`src/hdl/bqi_pkg.sv`:
```
// Shared types and constants for the byte queue with insert-after.
// Holds command/status codes, cell control codes and the cell control struct.
// No dependencies.
package bqi_pkg;

  localparam int DepthDef = 16;
  localparam int OccW     = 5;

  typedef enum logic [1:0] {
    CMD_PUSH   = 2'd0,
    CMD_POP    = 2'd1,
    CMD_INSERT = 2'd2
  } cmd_e;

  typedef enum logic [1:0] {
    ST_OK        = 2'd0,
    ST_EMPTY     = 2'd1,
    ST_NOT_FOUND = 2'd2,
    ST_FULL      = 2'd3
  } status_e;

  typedef enum logic [2:0] {
    C_HOLD = 3'd0,
    C_LOAD = 3'd1,
    C_SHL  = 3'd2,
    C_CAPT = 3'd3,
    C_PROP = 3'd4,
    C_INS  = 3'd5
  } cell_op_e;

  typedef struct packed {
    cell_op_e   op;
    logic [7:0] value;
    logic [7:0] target;
  } cell_ctrl_t;

endpackage

```
`src/hdl/bqi_if.sv`:
```
// Valid/ready channel interfaces for the byte queue: command and result.
// No dependencies.
interface bqi_cmd_if;
  logic       valid;
  logic       ready;
  logic [1:0] command;
  logic [7:0] value;
  logic [7:0] target;
  logic [7:0] count;

  modport source (output valid, command, value, target, count, input ready);
  modport sink   (input valid, command, value, target, count, output ready);
endinterface

interface bqi_res_if;
  logic       valid;
  logic       ready;
  logic [1:0] status;
  logic [4:0] occupancy;
  logic [7:0] head_byte;
  logic       head_valid;

  modport source (output valid, status, occupancy, head_byte, head_valid, input ready);
  modport sink   (input valid, status, occupancy, head_byte, head_valid, output ready);
endinterface

```
`src/hdl/bqi_cell.sv`:
```
// One storage cell of the queue chain: a byte, a match flag and a
// "match seen upstream" flag. Depends on bqi_pkg.
module bqi_cell #(
  parameter int DEPTH = bqi_pkg::DepthDef,
  parameter int IDX   = 0
) (
  input  logic                         clk_i,
  input  logic                         rst_ni,
  input  bqi_pkg::cell_ctrl_t          ctl_i,
  input  logic [$clog2(DEPTH+1)-1:0]   held_i,
  input  logic [7:0]                   left_data_i,
  input  logic                         left_hit_i,
  input  logic                         left_prior_i,
  input  logic [7:0]                   right_data_i,
  output logic [7:0]                   data_o,
  output logic                         hit_o,
  output logic                         prior_o
);
  import bqi_pkg::*;

  localparam int HW = $clog2(DEPTH + 1);

  logic [7:0] data_q, data_d;
  logic       hit_q, hit_d;
  logic       prior_q, prior_d;
  logic       at_tail;
  logic       in_use;

  assign at_tail = (held_i == HW'(IDX));
  assign in_use  = (HW'(IDX) < held_i);

  always_comb begin
    data_d  = data_q;
    hit_d   = hit_q;
    prior_d = prior_q;
    unique case (ctl_i.op)
      C_HOLD: ;
      C_LOAD: begin
        if (at_tail) data_d = ctl_i.value;
      end
      C_SHL: data_d = right_data_i;
      C_CAPT: begin
        hit_d   = in_use && (data_q == ctl_i.target);
        prior_d = 1'b0;
      end
      C_PROP: prior_d = left_prior_i | left_hit_i;
      C_INS: begin
        // first cell past the match takes the new byte, the rest move down
        if (prior_q && !left_prior_i) data_d = ctl_i.value;
        else if (left_prior_i)        data_d = left_data_i;
      end
      default: ;
    endcase
  end

  always_ff @(posedge clk_i) begin
    data_q <= data_d;
  end

  always_ff @(posedge clk_i or negedge rst_ni) begin
    if (!rst_ni) begin
      hit_q   <= 1'b0;
      prior_q <= 1'b0;
    end else begin
      hit_q   <= hit_d;
      prior_q <= prior_d;
    end
  end

  assign data_o  = data_q;
  assign hit_o   = hit_q;
  assign prior_o = prior_q;

endmodule

```
`src/hdl/byte_queue_with_insert_after.sv`:
```
// Top level of the byte queue with insert-after: sequencer plus cell chain.
// Depends on bqi_pkg, bqi_cmd_if / bqi_res_if and bqi_cell.
//
// Usage:
//   cmd_i carries one command per beat (push, pop count, insert after target);
//   res_o returns exactly one result beat per command: status, occupancy after
//   the command, head byte and head valid. Results come back in command order.
//   The queue is a row of DEPTH cells, head in cell 0, each cell talking only
//   to its neighbors.
// Command handling (command accept to result valid, registered output):
//   - push, status-only commands, pop of 0, 1 or all entries are handled at
//     accept, so one command per cycle when the receiver keeps up.
//   - pop of k entries with 1 < k < occupancy: one shift per cycle along the
//     chain; no new command is taken until the last shift.
//   - insert: capture compares in every cell, the match flag ripples down the
//     chain, then the chain shifts; no new command is taken meanwhile.
// Reset clears the occupancy, so the queue starts empty; cell bytes are not
// cleared and are never read before being written.
// When the receiver stalls, the result beat holds in the output register and
// cmd_i.ready drops until that beat is taken.
module byte_queue_with_insert_after #(
  parameter int DEPTH = bqi_pkg::DepthDef
) (
  input  logic         clk_i,
  input  logic         rst_ni,
  bqi_cmd_if.sink      cmd_i,
  bqi_res_if.source    res_o
);
  import bqi_pkg::*;

  localparam int HW   = $clog2(DEPTH + 1);
  localparam int CNTW = $clog2(DEPTH);
  localparam int CMPW = (HW > 8) ? HW : 8;

  typedef enum logic [3:0] {
    S_IDLE = 4'b0001,
    S_POP  = 4'b0010,
    S_SCAN = 4'b0100,
    S_INS  = 4'b1000
  } state_e;

  state_e          state_q, state_d;
  logic [HW-1:0]   held_q, held_d;
  logic [CNTW-1:0] cnt_q, cnt_d;
  logic [7:0]      ins_val_q, ins_val_d;

  logic            out_valid_q, out_valid_d;
  status_e         out_status_q;
  logic [OccW-1:0] out_occ_q;
  logic [7:0]      out_head_q;
  logic            out_hv_q;

  cell_ctrl_t      ctl;
  logic [7:0]      data  [DEPTH];
  logic [7:0]      lft_data [DEPTH];
  logic [7:0]      rgt_data [DEPTH];
  logic [DEPTH-1:0] hit, prior, lft_hit, lft_prior;

  logic            acc;
  logic            empty, full, found;
  logic [CMPW-1:0] k_ext, h_ext;
  logic            fin;
  status_e         fin_status;
  logic [7:0]      fin_head;

  // ---------------------------------------------------------------- chain
  for (genvar g = 0; g < DEPTH; g++) begin : g_cell
    if (g == 0) begin : g_first
      assign lft_data[g]  = '0;
      assign lft_hit[g]   = 1'b0;
      assign lft_prior[g] = 1'b0;
    end else begin : g_mid
      assign lft_data[g]  = data[g-1];
      assign lft_hit[g]   = hit[g-1];
      assign lft_prior[g] = prior[g-1];
    end
    if (g == DEPTH - 1) begin : g_last
      assign rgt_data[g] = '0;
    end else begin : g_notlast
      assign rgt_data[g] = data[g+1];
    end

    bqi_cell #(
      .DEPTH (DEPTH),
      .IDX   (g)
    ) u_cell (
      .clk_i        (clk_i),
      .rst_ni       (rst_ni),
      .ctl_i        (ctl),
      .held_i       (held_q),
      .left_data_i  (lft_data[g]),
      .left_hit_i   (lft_hit[g]),
      .left_prior_i (lft_prior[g]),
      .right_data_i (rgt_data[g]),
      .data_o       (data[g]),
      .hit_o        (hit[g]),
      .prior_o      (prior[g])
    );
  end

  // ------------------------------------------------------------- handshake
  // Take a command only when idle and the output register is free or draining.
  assign cmd_i.ready = (state_q == S_IDLE) && (!out_valid_q || res_o.ready);
  assign acc         = cmd_i.valid && cmd_i.ready;

  assign empty = (held_q == '0);
  assign full  = (held_q == HW'(DEPTH));
  assign k_ext = CMPW'(cmd_i.count);
  assign h_ext = CMPW'(held_q);
  // any match in the chain once the flag has rippled to the last cell
  assign found = prior[DEPTH-1] | hit[DEPTH-1];

  // ------------------------------------------------------------- sequencer
  always_comb begin
    state_d    = state_q;
    held_d     = held_q;
    cnt_d      = cnt_q;
    ins_val_d  = ins_val_q;
    ctl.op     = C_HOLD;
    ctl.value  = (state_q == S_INS) ? ins_val_q : cmd_i.value;
    ctl.target = cmd_i.target;
    fin        = 1'b0;
    fin_status = ST_OK;
    fin_head   = empty ? 8'h00 : data[0];

    unique case (state_q)
      S_IDLE: begin
        if (acc) begin
          case (cmd_i.command)
            CMD_PUSH: begin
              fin = 1'b1;
              if (full) begin
                fin_status = ST_FULL;
              end else begin
                ctl.op   = C_LOAD;
                held_d   = held_q + HW'(1);
                fin_head = empty ? cmd_i.value : data[0];
              end
            end
            CMD_POP: begin
              if (empty) begin
                fin        = 1'b1;
                fin_status = ST_EMPTY;
              end else if (k_ext == '0) begin
                fin = 1'b1;
              end else if (k_ext >= h_ext) begin
                // drop everything at once
                fin      = 1'b1;
                held_d   = '0;
                fin_head = 8'h00;
              end else begin
                ctl.op = C_SHL;
                held_d = held_q - HW'(cmd_i.count);
                if (k_ext == CMPW'(1)) begin
                  fin      = 1'b1;
                  fin_head = data[1];
                end else begin
                  cnt_d   = CNTW'(k_ext - CMPW'(1));
                  state_d = S_POP;
                end
              end
            end
            CMD_INSERT: begin
              if (empty) begin
                fin        = 1'b1;
                fin_status = ST_EMPTY;
              end else if (full) begin
                fin        = 1'b1;
                fin_status = ST_FULL;
              end else begin
                ctl.op    = C_CAPT;
                ins_val_d = cmd_i.value;
                cnt_d     = CNTW'(DEPTH - 1);
                state_d   = S_SCAN;
              end
            end
            default: begin
              fin = 1'b1;
            end
          endcase
        end
      end
      S_POP: begin
        // advance the chain by one entry per cycle
        ctl.op = C_SHL;
        if (cnt_q == CNTW'(1)) begin
          fin      = 1'b1;
          fin_head = data[1];
          state_d  = S_IDLE;
        end else begin
          cnt_d = cnt_q - CNTW'(1);
        end
      end
      S_SCAN: begin
        // ripple the match-seen flag one cell further
        ctl.op = C_PROP;
        if (cnt_q == CNTW'(1)) state_d = S_INS;
        else                   cnt_d   = cnt_q - CNTW'(1);
      end
      S_INS: begin
        fin     = 1'b1;
        state_d = S_IDLE;
        if (found) begin
          ctl.op = C_INS;
          held_d = held_q + HW'(1);
        end else begin
          fin_status = ST_NOT_FOUND;
        end
      end
      default: state_d = S_IDLE;
    endcase
  end

  always_comb begin
    out_valid_d = out_valid_q;
    if (fin)              out_valid_d = 1'b1;
    else if (res_o.ready) out_valid_d = 1'b0;
  end

  always_ff @(posedge clk_i or negedge rst_ni) begin
    if (!rst_ni) begin
      state_q     <= S_IDLE;
      held_q      <= '0;
      cnt_q       <= '0;
      out_valid_q <= 1'b0;
    end else begin
      state_q     <= state_d;
      held_q      <= held_d;
      cnt_q       <= cnt_d;
      out_valid_q <= out_valid_d;
    end
  end

  // result payload: load only when a command finishes
  always_ff @(posedge clk_i) begin
    ins_val_q <= ins_val_d;
    if (fin) begin
      out_status_q <= fin_status;
      out_occ_q    <= OccW'(held_d);
      out_head_q   <= fin_head;
      out_hv_q     <= (held_d != '0);
    end
  end

  assign res_o.valid      = out_valid_q;
  assign res_o.status     = out_status_q;
  assign res_o.occupancy  = out_occ_q;
  assign res_o.head_byte  = out_head_q;
  assign res_o.head_valid = out_hv_q;

endmodule

```
`src/flat_wrapper.sv`:
```
// flat-port wrapper written by rule: the top's interface ports become plain ports
module byte_queue_with_insert_after_flat import bqi_pkg::*;
#(
  parameter int DEPTH = bqi_pkg::DepthDef
)
  (clk_i, rst_ni, cmd_i_valid, cmd_i_command, cmd_i_value, cmd_i_target, cmd_i_count, cmd_i_ready, res_o_valid, res_o_status, res_o_occupancy, res_o_head_byte, res_o_head_valid, res_o_ready);
  bqi_cmd_if cmd_i_i ();
  bqi_res_if res_o_i ();
  input  logic clk_i;
  input  logic rst_ni;
  input wire logic [$bits(cmd_i_i.valid)-1:0] cmd_i_valid;
  input wire logic [$bits(cmd_i_i.command)-1:0] cmd_i_command;
  input wire logic [$bits(cmd_i_i.value)-1:0] cmd_i_value;
  input wire logic [$bits(cmd_i_i.target)-1:0] cmd_i_target;
  input wire logic [$bits(cmd_i_i.count)-1:0] cmd_i_count;
  output wire logic [$bits(cmd_i_i.ready)-1:0] cmd_i_ready;
  output wire logic [$bits(res_o_i.valid)-1:0] res_o_valid;
  output wire logic [$bits(res_o_i.status)-1:0] res_o_status;
  output wire logic [$bits(res_o_i.occupancy)-1:0] res_o_occupancy;
  output wire logic [$bits(res_o_i.head_byte)-1:0] res_o_head_byte;
  output wire logic [$bits(res_o_i.head_valid)-1:0] res_o_head_valid;
  input wire logic [$bits(res_o_i.ready)-1:0] res_o_ready;
  assign cmd_i_i.valid = cmd_i_valid;
  assign cmd_i_i.command = cmd_i_command;
  assign cmd_i_i.value = cmd_i_value;
  assign cmd_i_i.target = cmd_i_target;
  assign cmd_i_i.count = cmd_i_count;
  assign cmd_i_ready = cmd_i_i.ready;
  assign res_o_valid = res_o_i.valid;
  assign res_o_status = res_o_i.status;
  assign res_o_occupancy = res_o_i.occupancy;
  assign res_o_head_byte = res_o_i.head_byte;
  assign res_o_head_valid = res_o_i.head_valid;
  assign res_o_i.ready = res_o_ready;
  byte_queue_with_insert_after #(.DEPTH(DEPTH)) u_core (.clk_i(clk_i), .rst_ni(rst_ni), .cmd_i(cmd_i_i), .res_o(res_o_i));
endmodule
```
`config.mk`:
```
export PLATFORM = sky130hd
export DESIGN_NAME = byte_queue_with_insert_after_flat
export DESIGN_NICKNAME = d
export VERILOG_FILES = /design/src/hdl/bqi_pkg.sv /design/src/hdl/bqi_if.sv /design/src/hdl/bqi_cell.sv /design/src/hdl/byte_queue_with_insert_after.sv /design/src/flat_wrapper.sv
export SDC_FILE = /design/constraint.sdc
export NUM_CORES = 1
export LEC_CHECK = 0
export BUFFER_PORTS_ARGS = -buffer_cell sky130_fd_sc_hd__buf_2
export CORE_UTILIZATION = 55
export CTS_CLUSTER_DIAMETER = 120
export DETAILED_ROUTE_END_ITERATION = 10
export PLACE_DENSITY = 0.81
export SYNTH_ARGS = -nofsm -noshare
export SYNTH_HDL_FRONTEND = slang
export SYNTH_SLANG_ARGS = --single-unit
```
`constraint.sdc`:
```
create_clock -name clk_i -period 6.8 [get_ports clk_i]
set_input_delay 1.02 -clock clk_i [delete_from_list [all_inputs] [get_ports clk_i]]
set_output_delay 1.02 -clock clk_i [all_outputs]
set_load 0.01 [all_outputs]
```
# Yosys cells after proc, flatten, opt, wreduce, memory -nomap -nowiden
# Cells that the tools add are included.
dict set report word_totals {
  output_inout_bits 18
  in_bits 30
  ff_bits 197
  word_cells 404
}
dict set report classes {
  eq_ne 87
  reduce_logical 76
  bitwise_logic 18
  add_sub_neg 4
  muxes 146
  n_lt_le_gt_ge 17
}
# operator count
set op_table {}
lappend op_table {{two-way mux 8 bit} 55}
lappend op_table {{one-hot mux 8 bit (3 select lines)} 15}
lappend op_table {{== test 8 bit} 16}
lappend op_table {{two-way mux 4 bit} 17}
lappend op_table {{!= test 3 bit, second input constant} 21}
lappend op_table {{one-hot mux 8 bit (2 select lines)} 3}
lappend op_table {{AND reduction 3 bit} 16}
lappend op_table {{== test 5 x 4 -> 1 bit, second input constant} 8}
lappend op_table {{less-than comparator 4 x 5 -> 1 bit, first input constant} 8}
lappend op_table {{!= test 2 bit, second input constant} 17}
lappend op_table {{logical AND 1 bit} 32}
lappend op_table {{one-hot mux 1 bit (2 select lines)} 16}
lappend op_table {{two-way mux 5 bit} 6}
lappend op_table {{one-hot mux 4 bit (2 select lines)} 3}
lappend op_table {{== test 5 x 3 -> 1 bit, second input constant} 4}
lappend op_table {{less-than comparator 3 x 5 -> 1 bit, first input constant} 4}
lappend op_table {{one-hot mux 5 bit (2 select lines)} 2}
lappend op_table {{AND reduction 10 bit} 2}
lappend op_table {{logical NOT 1 bit} 15}
lappend op_table {{two-way mux 3 bit} 5}
lappend op_table {{OR 1 bit} 15}
lappend op_table {{two-way mux 1 bit} 12}
lappend op_table {{two-way mux 2 bit} 6}
lappend op_table {{one-hot mux 3 bit (4 select lines)} 1}
lappend op_table {{35 further kinds} 49}

# Longest topological paths before layout
# Gate-level depths: netlist of the first run.
dict set report logic_depth {
  word_depth 10
  mapped_depth 13
}

# Cells and area by module
# Synthesis of the first run repeated with hierarchy kept, for this count alone.
dict set report hier_totals {
  hier_cells 1363
  area_unflattened_um2 13812.0
}
# mod area_per_inst_um2 cells_per_inst n_inst seq_area_each_um2
set by_module_without_submodules {}
lappend by_module_without_submodules {byte_queue_with_insert_after 2613.8 260 1 1072.3}
lappend by_module_without_submodules {{bqi_cell at u_core.g_cell[12].u_cell ...} 698.2 69 2 290.3}
lappend by_module_without_submodules {{bqi_cell at u_core.g_cell[1].u_cell} 748.2 71 1 290.3}
lappend by_module_without_submodules {{bqi_cell at u_core.g_cell[9].u_cell} 723.2 71 1 290.3}
lappend by_module_without_submodules {{bqi_cell at u_core.g_cell[8].u_cell} 710.7 69 1 290.3}
lappend by_module_without_submodules {{bqi_cell at u_core.g_cell[11].u_cell} 706.9 71 1 290.3}
lappend by_module_without_submodules {{bqi_cell at u_core.g_cell[5].u_cell} 706.9 72 1 290.3}
lappend by_module_without_submodules {{bqi_cell at u_core.g_cell[14].u_cell} 704.4 69 1 290.3}
lappend by_module_without_submodules {{bqi_cell at u_core.g_cell[15].u_cell} 704.4 72 1 290.3}
lappend by_module_without_submodules {{bqi_cell at u_core.g_cell[2].u_cell} 696.9 69 1 290.3}
lappend by_module_without_submodules {{bqi_cell at u_core.g_cell[7].u_cell} 695.7 71 1 290.3}
lappend by_module_without_submodules {{bqi_cell at u_core.g_cell[13].u_cell} 691.9 68 1 290.3}
lappend by_module_without_submodules {{bqi_cell at u_core.g_cell[4].u_cell} 690.7 69 1 290.3}
lappend by_module_without_submodules {{bqi_cell at u_core.g_cell[10].u_cell} 685.7 64 1 290.3}
lappend by_module_without_submodules {{+2 rows} - - - -}

# Least setup slack after synthesis of the first run
# No wires, ideal clock.
dict set report synth_timing {
  kind {input port to flip-flop}
  from {in cmd_i_count[0]}
  to {reg u_core.g_cell[10].u_cell.data_q[0], enable pin}
  arrival_ns 3.557
  setup_slack_ns 2.857
  n_path_buf 2
  cell_stages 11
  path_cell_list {inv_1 ha_1 nand2b_1 a2111oi_0 o21ai_2 nor4_2 o21a_2 buf_6 a21oi_2 buf_2 a211oi_1}
}
dict set report synth_between {
  elab_chain_len 10
  word_cells_on_any_way 15
}
# item line
set synth_lines {}
lappend synth_lines {{start: declaration} flat_wrapper.sv:15} ;# input wire logic [$bits(cmd_i_i.count)-1:0] cmd_i_count;
lappend synth_lines {{greater-or-equal comparator 8 x 5 -> 1 bit} byte_queue_with_insert_after.sv:146} ;# end else if (k_ext >= h_ext) begin
lappend synth_lines {{two-way mux 2 bit} byte_queue_with_insert_after.sv:146}
lappend synth_lines {{two-way mux 3 bit *} byte_queue_with_insert_after.sv:144} ;# end else if (k_ext == '0) begin
lappend synth_lines {{two-way mux 3 bit *} byte_queue_with_insert_after.sv:141} ;# if (empty) begin
lappend synth_lines {{one-hot mux 3 bit (3 select lines) *} byte_queue_with_insert_after.sv:129} ;# case (cmd_i.command)
lappend synth_lines {{two-way mux 3 bit *} byte_queue_with_insert_after.sv:128} ;# if (acc) begin
lappend synth_lines {{one-hot mux 3 bit (4 select lines) *} byte_queue_with_insert_after.sv:126} ;# unique case (state_q)
lappend synth_lines {{== test 3 bit, or another cell as far along} bqi_cell.sv:36} ;# unique case (ctl_i.op)
lappend synth_lines {{!= test 3 bit (no line), or another cell as far along} -}
lappend synth_lines {{AND reduction 3 bit (no line) *} -}
lappend synth_lines {{end signal: assignment} bqi_cell.sv:57} ;# data_q <= data_d;
lappend synth_lines {{end: declaration} bqi_cell.sv:23} ;# logic [7:0] data_q, data_d;
# Every way passes the cells marked *; elsewhere a longest branch is shown, timed or not.
# A chain may end at the register's enable or synchronous reset.

# Final worst setup path of the first run
dict set report layout_timing {
  from {reg u_core.held_q[0]}
  to {reg u_core.g_cell[15].u_cell.data_q[5], enable pin}
}
dict set report layout_between {
  elab_chain_len 10
  word_cells_on_any_way 20
}
# item line
set layout_lines {}
lappend layout_lines {{start: declaration} byte_queue_with_insert_after.sv:43} ;# logic [HW-1:0] held_q, held_d;
lappend layout_lines {{start signal: assignment} byte_queue_with_insert_after.sv:228} ;# held_q <= held_d;
lappend layout_lines {{greater-or-equal comparator 8 x 5 -> 1 bit} byte_queue_with_insert_after.sv:146}
lappend layout_lines {{two-way mux 2 bit} byte_queue_with_insert_after.sv:146}
lappend layout_lines {{two-way mux 3 bit} byte_queue_with_insert_after.sv:144}
lappend layout_lines {{two-way mux 3 bit} byte_queue_with_insert_after.sv:141}
lappend layout_lines {{one-hot mux 3 bit (3 select lines)} byte_queue_with_insert_after.sv:129}
lappend layout_lines {{two-way mux 3 bit} byte_queue_with_insert_after.sv:128}
lappend layout_lines {{one-hot mux 3 bit (4 select lines)} byte_queue_with_insert_after.sv:126}
lappend layout_lines {{== test 3 bit, or another cell as far along} bqi_cell.sv:36}
lappend layout_lines {{!= test 3 bit (no line), or another cell as far along} -}
lappend layout_lines {{AND reduction 3 bit (no line) *} -}
lappend layout_lines {{end signal: assignment} bqi_cell.sv:57}
lappend layout_lines {{end: declaration} bqi_cell.sv:23}
# Marked as above.

==> summary.md, run 1 <==
| Metric | Value |
|---|---|
| Status | finished clean |
| Setup Skew | 16.9 ps |
| Cell Rows | 54 |
| Largest net degree at the start of global routing | 80 |
| Fin. Hold Viols | 0 |
| # resized after CTS | 0 |
| Synth Cell Area | 0.0126 mm² |
| Top delay family on crit path | compound AO/OA/AOI/OAI gates |
| Shortest period the worst path allows | 4930 ps |
| Final setup vio count | 0 |
| Fin. max-slew vios | 0 |
| Post-DRT Antenna Nets | 0 |
| Switching power | 1.37 mW |
| Die W | 153 µm |
| Post-synthesis register bit count | 197 |
| Worst EP arrival | 5000 ps |
| Vias in the first global route | 10,300 |
| CTS hold repair buffers | 0 |
| RSZ-0062 raised after global routing | false |
| Starting Density | 56.8% |
| Root Buffer | clkbuf_16 |
| Sequential share of the synthesized area | 45.3% |
| H-tree depth | 4 |
| Antenna violations before repair | 2 |
| Clock Power Share | 29.3% |
| Peak supply drop | 149 µV |
| Gate power share | 26.6% |
| Critical-path maximum fanout | 53 |
| Buffers & Inverters on Critical Path | 1 |
| Fin nets | 1,380 |
| Port Buf Inserts | 47 |
| Average size of a mapped cell | 9.23 µm² |
| Post CTS Setup Buffer Count | 0 |
| Post-synth ARST share | 22.8% |
| Vias | 11,200 |
| WP data required | 6870 ps |
| CTS max path bufs | 2 |
| Worst Setup Start Kind | flop |
| Critical path class | flop to flop |
| Wire per inst | 24.2 µm |
| Layout fillers | 1,757 |
| IO Pins | 48 |
| CTS tree | done |
| Wire length of the first global-routing pass | 59,400 µm |
| Register share of total power | 44.1% |
| Leak | 4.97 nW |
| Via-per-instance ratio | 6.88 |
| Core box area | 0.0221 mm² |
| Total power | 3.69 mW |
| Critical path capture point type | flop |
| Final core area utilization | 60.9% |
| Post-Route WL | 39,300 µm |
| Area growth, synth to finish | 7.14% |
| Max stage delay cell, worst path | a211oi_1 |
| Share of layout cells above drive strength 1 | 9.39% |
| CTS buffer count | 17 |
| Max transition margin | 10.5% |
| Synth cell types | 70 |
| Grt ovf | 0 |
| MaxCap Viol Count | 0 |
| Worst hold path class | flop to flop |
| Clock-pin slew on the worst setup and hold paths | 90 ps |
| Pint | 2.32 mW |
| Fraction of the cycle the final worst path needs | 72.4% |
| Ys flop type | edfxtp_1 |
| Sw Ratio | 37.2% |
| Worst Max-Slew Pin Slew | 1340 ps |
| Slowest cell delay on critical path | 1130 ps |
| Die area | 0.0234 mm² |
| Syn. warnings | 0 |
| Number of synthesized flops with an enable pin | 152 |
| Overall die height | 153 µm |
| Synth Instances | 1,360 |
| Worst path cell trace | inv_1, ha_1, nor3b_1, a21o_1, a211oi_4, nor3_1, o21a_4, a21oi_2, a211oi_1 |
| Power Dens Cells | 274 mW/mm² |
| GRT Total Usage | 33.2% |
| Post-synthesis net count | 1,411 |
| Initial DRC Count | 1,499 |
| Clock Latency Late Sink | 460 ps |
| DRT Pass-1 Iters | 6 |
| CTS Sinks | 197 |
| Fmax | 0.203 GHz |
| Hpwl dp | 25,800 µm |
| Post-route DRC | 0 |
| Final RePlAce weighted congestion | 0.944 |
| Final setup TNS | 0 ps |
layer usage:
layer  part of all wire, %  track usage (%)  wire, µm  vias up
met1                    37             43.8     14600     5212
met4                   4.2             14.9      1650        0
li1                      -                -         -     4856
met2                    45             52.1     17700      942
met5                     0                0         0        -
met3                    14             7.94      5330      166
registers in the layout, indices dropped and copies added (netlist names), 2 cells and up:
signal and count:
u_core.g_cell.u_cell.data_o 128, u_core.g_cell.u_cell.hit_o 16, u_core.g_cell.u_cell.prior_o 15, u_core.ins_val_q 8, u_core.res_o.head_byte 8, u_core.held_q 5, u_core.res_o.occupancy 5, u_core.cnt_q 4
u_core.state_q 4, u_core.res_o.status 2
placed cells by master (no fill, tap or decap), types with 20 or more instances in the layout:
cell / n
nand4_1: 21
edfxtp_1: 152
nor3_1: 41
buf_2: 47
ha_1: 20
a211oi_1: 105
a21oi_1: 151
xor2_1: 58
mux2i_1: 22
nand2_1: 170
nor2_1: 160
o21ai_0: 29
xnor2_1: 75
dfrtp_1: 44
cell families (layout without fill, tap and decap cells):
logic type                 after synthesis  after routing  share of synthesized area [%]
and+or+nand+nor                        490            490                           18.2
AOI/OAI and AO/OA                      366            366                           18.7
DFF                                    197            197                           45.3
xor gates and xnor gates               133            133                           9.28
buffers and inverters                  130            112                           4.51
muxes                                   23             23                           1.84
adders and majority gates               21             21                           2.15
other                                    0              2                              0
worst min-delay path, delay by kind of cell, from the launching register on:
family / cells / cell delay [ps]
and+or+nand+nor: 1 / 50
AOI/OAI and AO/OA: 1 / 60
DFF: 1 / 350
final cells by class:
| class | instances | area, µm² | area share (%) |
|---|---|---|---|
| repair buffers | 65 | 370 | 2.75 |
| inverters | 15 | 56.3 | 0.419 |
| multi-input cells | 1033 | 6340 | 47.2 |
| well taps | 280 | 350 | 2.60 |
| clock inverters | 15 | 209 | 1.55 |
| diodes | 2 | 5.00 | 0.0372 |
| flip-flops and latches | 197 | 5690 | 42.3 |
| clock buffers | 17 | 425 | 3.16 |
power by group through the flow:
stage | sequential, mW | clock, mW | combinational (mW)
5_1_grt | 1.63 | 1.11 | 1.06
6_report | 1.63 | 1.08 | 0.982
4_1_cts | 1.61 | 1.07 | 0.951
3_5_place_dp | 1.64 | 0 | 0.942
2_1_floorplan | 1.59 | 0 | 0.696
3_3_place_gp | 1.63 | 0 | 0.920
synth_stat cells (all sizes together) (21+ instances only):
master / n / share of area (%)
nand2: 171 / 5.1
nor2: 161 / 4.9
a21oi: 153 / 6.2
edfxtp: 152 / 36
a211oi: 106 / 6.4
xnor2: 75 / 5.2
clkbuf: 67 / 2.0
xor2: 58 / 4.0
buf: 48 / 2.1
dfrtp: 44 / 8.8
nor3: 43 / 1.8
o21ai: 35 / 1.4
mux2i: 22 / 1.8
nand4: 21 / 1.0
metrics by stage:
stage | worst slack, ps | cell area, µm² | std cells | hold slack (ps)
after global placement | 1770 | 12800 | 1590 | 458
final | 1870 | 13500 | 1624 | 487
after CTS | 2060 | 13400 | 1622 | 483
after detailed placement | 1680 | 12800 | 1590 | 462
after floorplan | 2860 | 12600 | 1360 | 439
after global routing | 1710 | 13400 | 1622 | 497
final timing paths:
check                                                     startpoint                                           end  slack (ps)  cells past startpoint
max in group asynchronous                                     rst_ni  u_core.g_cell[10].u_cell.prior_o$_DFFE_PN0P_        5330                      1
min                        u_core.g_cell[7].u_cell.hit_o$_DFFE_PN0N_     u_core.g_cell[7].u_cell.hit_o$_DFFE_PN0N_         490                      2
min in group asynchronous                                     rst_ni                    u_core.held_q[2]$_DFF_PN0_         780                      1
max reg2reg                               u_core.held_q[0]$_DFF_PN0_  u_core.g_cell[15].u_cell.data_o[5]$_DFFE_PP_        1870                      9
min reg2reg                u_core.g_cell[7].u_cell.hit_o$_DFFE_PN0N_     u_core.g_cell[7].u_cell.hit_o$_DFFE_PN0N_         490                      2
max                                       u_core.held_q[0]$_DFF_PN0_  u_core.g_cell[15].u_cell.data_o[5]$_DFFE_PP_        1870                      9
No activity file was read; power rests on OpenSTA's default activity.
==> inputs of run 2 (changes only) <==
==> constraint.sdc (replaced) <==
create_clock -name clk_i -period 5.05 [get_ports clk_i]
set_input_delay 0.7575 -clock clk_i [delete_from_list [all_inputs] [get_ports clk_i]]
set_output_delay 0.7575 -clock clk_i [all_outputs]
set_load 0.01 [all_outputs]
==> summary.md, run 2 (synthesized netlist as in run 1, its figures left out) <==
| Metric | Value |
|---|---|
| Post-route DRC | 0 |
| Vias in the first global route | 11,100 |
| Sw Ratio | 37.6% |
| Hpwl dp | 25,600 µm |
| Wire per inst | 23.8 µm |
| Clock-pin slew on the worst setup and hold paths | 80 ps |
| Reg area | 0.00569 mm² |
| Grt ovf | 0 |
| Starting Density | 56.8% |
| MaxCap Viol Count | 0 |
| Port Buf Inserts | 47 |
| Leak | 5.06 nW |
| Die area | 0.0234 mm² |
| Area of the multi-input gates | 0.00634 mm² |
| Final instance area | 0.0136 mm² |
| Critical path class | flop to flop |
| Root Buffer | clkbuf_16 |
| Clock Latency Late Sink | 470 ps |
| WP data required | 5210 ps |
| Critical path capture point type | flop |
| Final setup vio count | 0 |
| RSZ-0062 raised after global routing | false |
| Placed cell areas | 0.0130 mm² |
| Critical-path maximum fanout | 48 |
| Commonest non-fill, non-tap cell in the layout | nand2_1 |
| CTS hold repair buffers | 0 |
| Antenna violations before repair | 1 |
| CTS buffer count | 17 |
| Layout fillers | 1,838 |
| Most frequent cells in the layout | nand2_1, nor2_1, edfxtp_1 |
| Total power | 4.95 mW |
| Vias | 11,300 |
| Largest net degree at the start of global routing | 76 |
| Switching power | 1.86 mW |
| Final setup TNS | 0 ps |
| Worst EP arrival | 4340 ps |
| Clock Power Share | 27.8% |
| CTS tree | done |
| CTS max path bufs | 2 |
| Gate power share | 28.1% |
| Overall die height | 153 µm |
| Worst Setup Start Kind | flop |
| Share of layout cells above drive strength 1 | 10.6% |
| Cell Rows | 54 |
| IO Pins | 48 |
| Pint | 3.09 mW |
| DRT Pass-1 Iters | 6 |
| Initial DRC Count | 1,698 |
| Largest register FFs | 128 |
| Area growth, synth to finish | 7.95% |
| Core box area | 0.0221 mm² |
| Post-place setup slack | 827 ps |
| Worst Setup Slack, final | 869 ps |
| GRT Total Usage | 33.7% |
| Post CTS Setup Buffer Count | 0 |
| CTS Sinks | 197 |
| Fin nets | 1,400 |
| Register share of total power | 44.1% |
| # placed instances | 1,610 |
| Die W | 153 µm |
| Reg2reg setup slack | 870 ps |
| Fin. Hold Viols | 0 |
| H-tree depth | 4 |
| # resized after CTS | 0 |
| Max transition margin | 15.8% |
| Fin. max-slew vios | 0 |
| Setup Skew | 18.2 ps |
| Wire length of the first global-routing pass | 60,900 µm |
| Peak supply drop | 254 µV |
| Worst Max-Slew Pin Slew | 1260 ps |
| Post-DRT Antenna Nets | 0 |
| Final RePlAce weighted congestion | 0.928 |
| Status | finished clean |
| Power Dens Cells | 365 mW/mm² |
| Shortest period the worst path allows | 4180 ps |
| Worst hold path class | input pin to asynchronous set/reset pin |
| Fin cells | 1,643 |
| Fraction of the cycle the final worst path needs | 82.8% |
| Post-Route WL | 39,000 µm |
| Fmax | 0.239 GHz |
| Via-per-instance ratio | 6.86 |
run 2: routing by layer:
metal / routed length, µm / share of wire (%) / global-route usage (%) / vias up
met5: 0 / 0 / 1.86 / -
met4: 1770 / 4.5 / 17.0 / 0
met3: 5000 / 13 / 8.51 / 184
met2: 18000 / 46 / 52.9 / 847
met1: 14300 / 37 / 43.2 / 5353
li1: - / - / - / 4889
run 2: power groups by stage:
stage | Combinational [mW] | Clock [mW] | Sequential (mW)
after detailed placement | 1.34 | 0 | 2.20
after floorplan | 0.937 | 0 | 2.15
final | 1.39 | 1.38 | 2.18
after CTS | 1.34 | 1.38 | 2.17
after global routing | 1.50 | 1.44 | 2.20
after global placement | 1.30 | 0 | 2.20
run 2: cell type report:
cell class                 count  area share (%)
multi-input combinational   1033            46.8
tap                          280            2.58
clock buffer                  17            3.14
antenna                        1          0.0185
clock inverter                15            1.21
inverter                      15           0.415
sequential                   197            42.0
timing repair buffer          85            3.84
run 2: critical path, cell delays in order (launching register included):
cell and delay, ps:
dfrtp_1 730, ha_1 350, nand2b_1 150, a2111oi_0 560, o21ai_2 220, nor4_2 310, o21a_4 180, buf_4 440
or3_1 720, o21ai_0 210
run 2: worst paths after layout:
path	cells after the start	from	end
max	9	u_core.held_q[0]$_DFF_PN0_	u_core.g_cell[15].u_cell.data_o[7]$_DFFE_PP_
min	2	rst_ni	u_core.held_q[2]$_DFF_PN0_
max reg2reg	9	u_core.held_q[0]$_DFF_PN0_	u_core.g_cell[15].u_cell.data_o[7]$_DFFE_PP_
min reg2reg	2	u_core.g_cell[13].u_cell.hit_o$_DFFE_PN0N_	u_core.g_cell[13].u_cell.hit_o$_DFFE_PN0N_
max in group asynchronous	2	rst_ni	u_core.g_cell[8].u_cell.hit_o$_DFFE_PN0N_
min in group clk_i	2	u_core.g_cell[13].u_cell.hit_o$_DFFE_PN0N_	u_core.g_cell[13].u_cell.hit_o$_DFFE_PN0N_
run 2: stage by stage:
stage / util, % / hold slack (ps)
2_1_floorplan: - / 439
3_3_place_gp: 58.7 / 459
3_5_place_dp: 58.7 / 463
4_1_cts: 61.3 / 420
5_1_grt: 61.3 / 449
6_report: 61.3 / 390
